File: src/hw/rtl/tfsb_pkg.sv
`default_nettype none
package tfsb_pkg;

    // Command codes of an input item.
    typedef enum logic [1:0] {
        CMD_LOAD  = 2'd0,
        CMD_EVAL  = 2'd1,
        CMD_DERIV = 2'd2,
        CMD_NONE  = 2'd3
    } t_cmd;

    // Configuration register indexes.
    localparam logic [1:0] CFG_PULSATION = 2'd0;
    localparam logic [1:0] CFG_ORDER     = 2'd1;
    localparam logic [1:0] CFG_SERIES    = 2'd2;

    localparam logic signed [31:0] PULSATION_RST = 32'sd16777216;
    localparam logic [4:0]         ORDER_RST     = 5'd16;
    localparam logic [4:0]         SERIES_RST    = 5'd16;

    localparam int                 CORDIC_STEPS = 30;
    localparam logic signed [33:0] CORDIC_X0    = 34'sh0_26DD_3B6A;
    localparam logic signed [31:0] ONE_Q30      = 32'sd1073741824;

    localparam longint VAL_MAX = 64'sd549755813887;
    localparam longint VAL_MIN = -64'sd549755813888;

    typedef enum logic [3:0] {
        S_IDLE,
        S_CORDIC,
        S_REC,
        S_RD,
        S_MUL,
        S_P,
        S_W,
        S_K,
        S_ACC,
        S_FIN
    } t_state;

    // Arctangent of 2^-i in units of 2^-32 turn.
    function automatic logic signed [33:0] atan_turn(input logic [4:0] i);
        logic signed [33:0] r;
        case (i)
            5'd0:  r = 34'sd536870912;
            5'd1:  r = 34'sd316933406;
            5'd2:  r = 34'sd167458907;
            5'd3:  r = 34'sd85004756;
            5'd4:  r = 34'sd42667331;
            5'd5:  r = 34'sd21354465;
            5'd6:  r = 34'sd10679838;
            5'd7:  r = 34'sd5340245;
            5'd8:  r = 34'sd2670163;
            5'd9:  r = 34'sd1335087;
            5'd10: r = 34'sd667544;
            5'd11: r = 34'sd333772;
            5'd12: r = 34'sd166886;
            5'd13: r = 34'sd83443;
            5'd14: r = 34'sd41722;
            5'd15: r = 34'sd20861;
            5'd16: r = 34'sd10430;
            5'd17: r = 34'sd5215;
            5'd18: r = 34'sd2608;
            5'd19: r = 34'sd1304;
            5'd20: r = 34'sd652;
            5'd21: r = 34'sd326;
            5'd22: r = 34'sd163;
            5'd23: r = 34'sd81;
            5'd24: r = 34'sd41;
            5'd25: r = 34'sd20;
            5'd26: r = 34'sd10;
            5'd27: r = 34'sd5;
            5'd28: r = 34'sd3;
            5'd29: r = 34'sd1;
            default: r = 34'sd0;
        endcase
        return r;
    endfunction

    // Sine rows; all others are cosine rows with a constant term.
    function automatic logic is_odd_row(input int unsigned l);
        return (l == 1) || (l == 4) || (l == 7) || (l == 9) || (l == 11) || (l == 13);
    endfunction

    // Round half up by 2^30 and clamp to +-1.0 in Q1.30.
    function automatic logic signed [31:0] rnd_clamp_q30(input logic signed [63:0] v);
        logic signed [63:0] t;
        logic signed [31:0] r;
        t = (v + 64'sd536870912) >>> 30;
        if (t > 64'sd1073741824) begin
            r = ONE_Q30;
        end else if (t < -64'sd1073741824) begin
            r = -ONE_Q30;
        end else begin
            r = t[31:0];
        end
        return r;
    endfunction

endpackage
`default_nettype wire

File: src/hw/rtl/tfsb_cordic.sv
`default_nettype none
module tfsb_cordic (
    input  wire logic               i_clk,
    input  wire logic               i_rst_n,
    input  wire logic               i_start,
    input  wire logic [31:0]        i_phase,
    output logic                    o_done,
    output logic signed [31:0]      o_cos,
    output logic signed [31:0]      o_sin
);
    import tfsb_pkg::*;

    logic               r_run;
    logic               r_fin;
    logic [4:0]         r_i;
    logic signed [33:0] r_x;
    logic signed [33:0] r_y;
    logic signed [33:0] r_z;
    logic [1:0]         r_q;

    logic [1:0]         ph_q;
    logic [31:0]        ph_d;
    logic signed [33:0] sh_x;
    logic signed [33:0] sh_y;
    logic signed [33:0] rot_c;
    logic signed [33:0] rot_s;

    // Split the phase into a quadrant and a residual angle.
    always_comb begin
        ph_q = 2'((i_phase + 32'h2000_0000) >> 30);
        ph_d = i_phase - {ph_q, 30'd0};
    end

    // Shared shifter of the micro-rotation.
    assign sh_x = r_x >>> r_i;
    assign sh_y = r_y >>> r_i;

    // Control: run the micro-rotations, then flag one cycle of done.
    always_ff @(posedge i_clk) begin
        if (!i_rst_n) begin
            r_run <= 1'b0;
            r_fin <= 1'b0;
        end else begin
            r_fin <= 1'b0;
            if (i_start) begin
                r_run <= 1'b1;
            end else if (r_run && (r_i == 5'(CORDIC_STEPS - 1))) begin
                r_run <= 1'b0;
                r_fin <= 1'b1;
            end
        end
    end

    // Datapath: one micro-rotation per cycle.
    always_ff @(posedge i_clk) begin
        if (i_start) begin
            r_x <= CORDIC_X0;
            r_y <= '0;
            r_z <= 34'(signed'(ph_d));
            r_q <= ph_q;
            r_i <= '0;
        end else if (r_run) begin
            if (r_z >= 0) begin
                r_x <= r_x - sh_y;
                r_y <= r_y + sh_x;
                r_z <= r_z - atan_turn(r_i);
            end else begin
                r_x <= r_x + sh_y;
                r_y <= r_y - sh_x;
                r_z <= r_z + atan_turn(r_i);
            end
            r_i <= r_i + 5'd1;
        end
    end

    // Rotate back by the quadrant and clamp.
    always_comb begin
        case (r_q)
            2'd0: begin
                rot_c = r_x;
                rot_s = r_y;
            end
            2'd1: begin
                rot_c = -r_y;
                rot_s = r_x;
            end
            2'd2: begin
                rot_c = -r_x;
                rot_s = -r_y;
            end
            default: begin
                rot_c = r_y;
                rot_s = -r_x;
            end
        endcase
        o_cos = rnd_clamp_q30(64'(rot_c) <<< 30);
        o_sin = rnd_clamp_q30(64'(rot_s) <<< 30);
    end

    assign o_done = r_fin;

endmodule
`default_nettype wire

File: config.mk
export PLATFORM = sky130hd
export DESIGN_NAME = tfsb_cordic
export DESIGN_NICKNAME = d
export VERILOG_FILES = /design/src/hw/rtl/tfsb_pkg.sv /design/src/hw/rtl/tfsb_cordic.sv
export SDC_FILE = /design/constraint.sdc
export NUM_CORES = 1
export LEC_CHECK = 0
export BUFFER_PORTS_ARGS = -buffer_cell sky130_fd_sc_hd__buf_2
export CAP_MARGIN = 0
export CORE_MARGIN = 3
export CORE_UTILIZATION = 43
export CTS_CLUSTER_DIAMETER = 50
export CTS_CLUSTER_SIZE = 12
export DETAILED_ROUTE_END_ITERATION = 7
export PLACE_DENSITY = 0.69
export SLEW_MARGIN = 20
export SYNTH_ARGS = -nofsm -noshare
export SYNTH_HDL_FRONTEND = slang
export SYNTH_SLANG_ARGS = --single-unit
File: constraint.sdc
create_clock -name i_clk -period 5.5 [get_ports i_clk]
set_clock_uncertainty 0.1 [all_clocks]
set_input_delay 0.55 -clock i_clk [delete_from_list [all_inputs] [get_ports i_clk]]
set_output_delay 0.55 -clock i_clk [all_outputs]
set_load 0.005 [all_outputs]
==> results of run 1 <==
-- synthesized netlist by cell type (all sizes together), types with 7 or more instances --
cell	number	area, sq um
a211oi	73	553
a21boi	11	82.6
a21o	56	420
a21oi	169	846
a221oi	9	78.8
a22o	10	87.6
a22oi	8	60.1
a31oi	25	156
a32oi	8	70.1
and2	22	138
and3	15	93.8
buf	63	398
clkbuf	152	571
dfxtp	105	2100
edfxtp	36	1080
ha	115	1440
inv	61	229
mux2	35	394
mux2i	92	921
mux4	102	2340
nand2	260	981
nand2b	33	206
nand3	51	255
nand3b	8	60.1
nand4	13	87.6
nor2	264	993
nor2b	34	213
nor3	55	285
nor4	12	90.1
o211ai	19	143
o21a	17	128
o21ai	172	861
o21bai	14	105
o22ai	21	131
o2bb2ai	7	61.3
o31ai	35	277
o41ai	18	158
or2	21	131
or3	23	149
or4	16	120
xnor2	152	1330
xor2	105	920
-- per-stage QoR --
step                setup slack (ns)  setup TNS [ns]
finish                        -0.302           -2.77
global route                  -0.536           -7.48
CTS                           -0.183          -0.863
detailed placement            -0.737          -12.46
global placement              -0.649           -7.51
floorplan                     -0.201          -0.271
-- layout make-up --
| cell class | instances | area share (%) |
|---|---|---|
| multi-input cells | 2196 | 62.8 |
| repair buffers | 715 | 19.9 |
| flip-flops and latches | 141 | 11.7 |
| well taps | 607 | 2.77 |
| clock buffers | 18 | 1.56 |
| inverters | 66 | 0.912 |
| clock inverters | 14 | 0.429 |
-- path summary, 6_finish.rpt --
path	end	slack (ns)	cells after the start
max reg2reg	r_x[29]	-0.30	25
min	r_z[16]	0.24	3
max	r_x[29]	-0.30	25
min reg2reg	r_x[3]	0.54	3
-- logic make-up after synthesis --
group	Yosys count
buffers and inverters	281
XOR/XNOR	257
flip-flops	141
AND/OR/NAND/NOR	850
AO/OA/AOI/OAI	741
adder cells (fa/ha/maj)	118
multiplexers	229
-- worst register-to-register path, cell delays in order, from the launching register on --
cell       delay (ns)
dfxtp_4          0.37
buf_4            0.12
buf_12           0.14
mux4_2           0.53
mux4_2           0.54
o221a_4          0.28
a2111oi_4        0.18
buf_4            0.20
nand4b_1         0.28
nor2_2           0.19
buf_4            0.12
nand3b_1         0.14
o21a_1           0.24
o21ai_1          0.11
nand2_1          0.10
o21ai_1          0.12
ha_1             0.29
nor2b_4          0.14
o21a_1           0.19
a31o_2           0.23
a41o_4           0.28
a41o_1           0.23
a21oi_1          0.15
nor2_1           0.06
o311ai_1         0.24
nand2_1          0.09
-- per-layer routing --
layer  up-vias  share of wire [%]  wire length [microns]
li1      10725                  -                      -
met1     11450                 38                  33900
met2      1288                 46                  41600
met3       330                8.6                   7740
met4         4                7.0                   6280
met5         -              0.026                     23
-- report_power, final --
part / total (mW) / switching [mW] / internal (mW)
clock network: 1.14 / 0.525 / 0.618
registers: 1.88 / 0.406 / 1.48
logic: 16.8 / 8.74 / 8.03
total: 19.8 / 9.67 / 10.1
-- repair_timing --
action,in CTS,in global routing
setup endpoints to repair,43,72
resized for setup,106,129
hold endpoints to repair,0,0
gates cloned,1,1
pin swaps,63,89
setup buffers,41,31
==> results.yml, run 1 <==
layout:
  final_cell_mix: "571 x buf_4, 255 x nor2_1, 251 x nand2_1"
  antenna_cells_inserted: 0
  finish.instance_area_sq_um: 27400
  finish.utilization_pct: 58.3
  syn_to_final_growth_pct: 32.5
  drive_above_1_share_pct: 34.1
  seqCellArea_sq_um: 3200
  multi_input_gate_area_in_the_final_layout_sq_um: 17200
  finish.net_count: 3290
  nFillCells: 4192
  final_common_cell: "buf_4"
  layout.cells.non_filler: 3757
sta:
  final.min_clock_period_ns: 5.80
  maxClockFrequency_mhz: 172
  timing.final.ws_setup_ns: -0.302
  tightestPinTransition_ns: 1.18
  timing.final.setup_violations: 17
  number_of_slew_limit_violations_in_the_final_report: 0
  final_hold_vios: 0
  unrepaired_setup_endpoints_after_global_routing: "yes"
  layout_worst_path_cycle_share_pct: 105
  maxSlewHeadroom_pct: 20.8
  fin_worst_hold_slack_ns: 0.242
outcome:
  status: "complete, but fails checks"
  violations_in_the_final_reports: "setup timing"
yosys:
  synth.ff_latch_count: 141
  postSynthNetCount: 2770
  muxShareOfSynthArea_pct: 17.7
  ys_async_sr_fraction_pct: 0
  yosysWarnings: 0
  synthesis.area_per_instance_sq_um: 7.91
  combinational_family_with_the_most_area_after_synthesis: "compound AO/OA/AOI/OAI gates"
  synth-xor-area-share_pct: 10.9
  number_of_enable_type_register_cells_in_the_synthesized_netlist: 36
  synth-compound-area-share_pct: 23.6
  synth_area_sq_um: 20700
  post_synth_and_or_nand_nor_area_fraction_pct: 19.4
  ys.flop_type: "dfxtp_1"
  yosys.cell_types.count: 101
  synthCells: 2617
  seq_area_frac_synth_pct: 15.4
  yosys.area_share.adder_pct: 7.24
pwr:
  report.power.total_mw: 19.8
  power_per_cell_area_nw_per_um2: 721
  total_leakage_power_nw: 12.0
  ir_worst_vdd_mv: 0.441
setup_path:
  critPathTopFamily: "compound AO/OA/AOI/OAI gates"
  cp_common_cell: "buf_4"
  crit_path_required_time_ns: 5.78
  path_class: "flop to flop"
  regToRegStartpoint: "r_i[1]"
  slowest_cp_cell: "mux4_2"
  worstPathMaxFanout: 6
  critical_path.endpoint_type: "flop"
  start_kind: "flop"
  buf_inv_stages_crit_path: 4
  critPathLaunch: "r_i[1]"
  cpPeakStageDelay_ns: 0.54
  timing.critical_path.arrival_ns: 6.08
routing:
  detail_route.first_pass.iterations: 6
  drtIter0Drc: 2623
  routed-via-count: 23797
  via_per_inst: 6.33
  route.detailed.wl_per_inst_microns: 23.8
  detail_route.drc_violations: 0
  postRouteWirelength_microns: 89500
  antenna_violating_nets_left: 0
floorplan:
  die_area_sq_um: 50800
  initial_utilization_pct: 44.0
  ios: 100
  chipHeight_microns: 225
  core_region_area_sq_um: 47100
  floorplan.die.width_microns: 225
  rows: 79
clock_network:
  cts_tree: "done"
  cts_inserted_buffers: 17
  worst_setup_hold_path_clk_slew_ns: 0.07
  tritoncts_num_sinks: 141
  clock_insertion_delay_at_the_later_pin_of_the_skew_report_ns: 0.49
  cts_buffer_depth: 2
  ctsRootBufferMaster: "clkbuf_16"
  cts.htree.levels: 4
  ctsHoldBuffers: 0
grt:
  grt_util_all_layers_pct: 34.0
  antenna_found_initial: 2
  pin_count_of_the_biggest_net_entering_global_routing: 95
  grtUsageMet1_pct: 40.5
  grtUsageMet3_pct: 7.24
  grt_first_pass_wirelength_microns: 133000
  gr-max-usage-layer: "met2"
  gr-total-overflow: 0
  first_global_vias: 23198
  use_met2_pct: 56.2
hold_path:
  hold_path.startpoint: "i_phase[16]"
  hold_class: "input port to flop"
placed_design:
  postPlaceCellArea_sq_um: 25400
  number_of_buffers_inserted_by_port_buffering: 99
  final_weighted_congestion_in_routability_driven_placement: 1.07
  place_inst: 3653
  place_hpwl_microns: 67900
job:
  cap_viol_max_count: 0
Power figures use the tool's default switching activity.
==> run 2: changes to the inputs <==
--- a/config.mk
+++ b/config.mk
@@ -5,14 +5,15 @@
 export SDC_FILE = /design/constraint.sdc
 export NUM_CORES = 1
 export LEC_CHECK = 0
-export BUFFER_PORTS_ARGS = -buffer_cell sky130_fd_sc_hd__buf_2
+export ABC_AREA = 1
 export CAP_MARGIN = 0
 export CORE_MARGIN = 3
 export CORE_UTILIZATION = 43
 export CTS_CLUSTER_DIAMETER = 50
 export CTS_CLUSTER_SIZE = 12
 export DETAILED_ROUTE_END_ITERATION = 7
-export PLACE_DENSITY = 0.69
+export DONT_BUFFER_PORTS = 1
+export PLACE_DENSITY = 0.67
 export SLEW_MARGIN = 20
 export SYNTH_ARGS = -nofsm -noshare
 export SYNTH_HDL_FRONTEND = slang
==> run 2 against run 1 <==
Net effect: the flow finishes with violations (DRC); setup slack better by 0.78 ns; synthesized area is 2.3% higher; sequential power is 17% higher; register-to-register slack better by 0.78 ns; via count is 6.9% higher; synthesized cell count is 42% higher; critical endpoint is now r_y[31]; largest power group unchanged.
==> results.yml, run 2 <==
outcome:
  status: "complete, but fails checks"
  violations_in_the_final_reports: "DRC"
placed_design:
  place_hpwl_microns: 72900
  number_of_buffers_inserted_by_port_buffering: 0
  final_weighted_congestion_in_routability_driven_placement: 1.06
sta:
  unrepaired_setup_endpoints_after_global_routing: "no"
  timing.final.setup_violations: 0
  fin_worst_hold_slack_ns: 0.0679
  final.min_clock_period_ns: 5.03
  layout_worst_path_cycle_share_pct: 91.4
  number_of_slew_limit_violations_in_the_final_report: 0
  final_hold_vios: 0
  maxSlewHeadroom_pct: 27.7
  maxClockFrequency_mhz: 199
  tightestPinTransition_ns: 1.08
  timing.setup.tns_ns: 0
pwr:
  power_per_cell_area_nw_per_um2: 760
  total_leakage_power_nw: 11.0
  ir_worst_vdd_mv: 0.350
hold_path:
  hold_path.startpoint: "i_start"
  hold_path_end: "r_i[0]"
  timing.hold.worst_path_depth: 1
  hold_class: "input port to flop"
layout:
  finish.net_count: 3813
  antenna_cells_inserted: 0
  final_cell_mix: "1013 x nand2_1, 508 x nand3_1, 389 x inv_1"
  drive_above_1_share_pct: 6.53
  syn_to_final_growth_pct: 7.16
  final_common_cell: "nand2_1"
  nFillCells: 5311
setup_path:
  path_class: "flop to flop"
  timing.critical_path.arrival_ns: 5.31
  regToRegStartpoint: "r_i[0]"
  start_kind: "flop"
  worstPathMaxFanout: 35
  critical_path.endpoint_type: "flop"
  reg_to_reg_setup_timing_slack_ns: 0.47
  crit_path_required_time_ns: 5.78
  ff2ff_path_depth: 27
  worstReg2RegEnd: "r_y[31]"
grt:
  gr-total-overflow: 0
  grt_util_all_layers_pct: 34.1
  first_global_vias: 23401
  pin_count_of_the_biggest_net_entering_global_routing: 87
  antenna_found_initial: 2
  grt_first_pass_wirelength_microns: 139000
yosys:
  number_of_enable_type_register_cells_in_the_synthesized_netlist: 36
  ys.flop_type: "dfxtp_1"
  seq_area_frac_synth_pct: 15.0
  ys_async_sr_fraction_pct: 0
  yosys.cell_types.count: 60
  synth_largest_area_cell: "nand2_1"
  synthCells: 3719
  synth.ff_latch_count: 141
  synthMostInstantiatedCell: "nand2_1"
  synthDominantCellAreaShare_pct: 17.9
  postSynthNetCount: 3872
  synthesis.area_per_instance_sq_um: 5.70
  synth.cells.most_frequent: "1013 x nand2_1, 509 x nand3_1, 390 x inv_1"
  yosys-top-cells-area: "nand2_1 18%, nand3_1 12%, dfxtp_1 9.9%"
  synth_area_sq_um: 21200
  yosysWarnings: 0
clock_network:
  ctsHoldBuffers: 0
  tritoncts_num_sinks: 141
  cts.htree.levels: 4
  ctsRootBufferMaster: "clkbuf_16"
  cts_buffer_depth: 2
  clock_insertion_delay_at_the_later_pin_of_the_skew_report_ns: 0.47
  cts_resized: 0
  cts_tree: "done"
  post_cts_buffers: 0
  worst_setup_hold_path_clk_slew_ns: 0.07
  cts_inserted_buffers: 17
floorplan:
  rows: 80
  initial_utilization_pct: 43.9
  die_area_sq_um: 52000
  chipHeight_microns: 228
  floorplan.die.width_microns: 228
  core_region_area_sq_um: 48200
  ios: 100
routing:
  drtIter0Drc: 2819
  via_per_inst: 5.88
  routed-via-count: 25448
  antenna_violating_nets_left: 0
  route.detailed.wl_per_inst_microns: 21.2
  detail_route.first_pass.iterations: 8
  postRouteWirelength_microns: 91800
  detail_route.drc_violations: 1
job:
  cap_viol_max_count: 0
run 2: final cells by class:
class / instances / area, sq um / area share [%]
sequential: 141 / 3190 / 14.0
inverter: 402 / 1510 / 6.65
multi-input combinational: 3003 / 15700 / 69.3
timing repair buffer: 95 / 817 / 3.60
clock inverter: 13 / 176 / 0.777
clock buffer: 19 / 454 / 2.00
tap: 656 / 821 / 3.61
run 2: kinds of logic after synthesis:
family | share of synthesized area [%]
XOR/XNOR | 6.94
AO/OA/AOI/OAI | 18.7
buffers and inverters | 10.9
flip-flops | 15.0
multiplexers | 0.0531
adder cells (fa/ha/maj) | 7.07
AND/OR/NAND/NOR | 41.4
run 2: worst max path at each step:
stage                 from        end  slack [ns]  depth (start not counted)
detailed placement  r_i[1]    r_x[31]        0.55                         28
finish              r_i[0]    r_y[31]        0.47                         27
global route        r_i[0]    r_y[31]        0.02                         30
floorplan           r_i[0]    r_y[31]        1.16                         30
CTS                 r_y[1]  o_cos[11]        0.50                         19
global placement    r_i[1]    r_x[31]        0.64                         28
run 2: critical path, stage by stage, from the launching register on:
cell and delay, ns:
dfxtp_2 0.34, inv_2 0.30, buf_12 0.25, nand2_1 0.07, nand3_1 0.14, nand3_1 0.14
nand3_1 0.15, nand2_1 0.08, nand2_1 0.09, nand2_2 0.09, nor2_4 0.13, nand3_1 0.10
o31ai_1 0.35, o21ai_0 0.17, xor2_1 0.33, inv_1 0.10, ha_1 0.36, nand2_1 0.16
inv_1 0.07, a21oi_1 0.26, a21boi_0 0.23, buf_4 0.16, o21bai_1 0.08, a21boi_0 0.33
o21ai_0 0.14, nand2_1 0.07, nand3_1 0.07, o21ai_0 0.09
run 2: layer usage:
metal	routed length [microns]	vias to the layer above	share of wire, %	GRT usage [%]
met3	8310	303	9.1	7.39
met1	36200	11470	39	41.5
met5	13	-	0.014	0
li1	-	12338	-	-
met4	7510	2	8.2	23.9
met2	39800	1335	43	53.7
run 2: power by group:
| group | switching [mW] | internal [mW] | total [mW] |
|---|---|---|---|
| Sequential | 0.727 | 1.48 | 2.20 |
| Combinational | 9.13 | 4.64 | 13.8 |
| Clock | 0.525 | 0.750 | 1.27 |
run 2: per-stage QoR:
step,std cells,setup WS [ns],cell area (sq um),total power [mW],util (%)
2_1_floorplan,3719,1.16,21200,11.6,-
3_3_place_gp,4297,0.639,22100,15.5,45.7
3_5_place_dp,4297,0.553,22100,15.5,45.7
4_1_cts,4329,0.496,22700,16.8,47.0
5_1_grt,4329,0.0176,22700,18.8,47.1
6_report,4329,0.475,22700,17.3,47.1
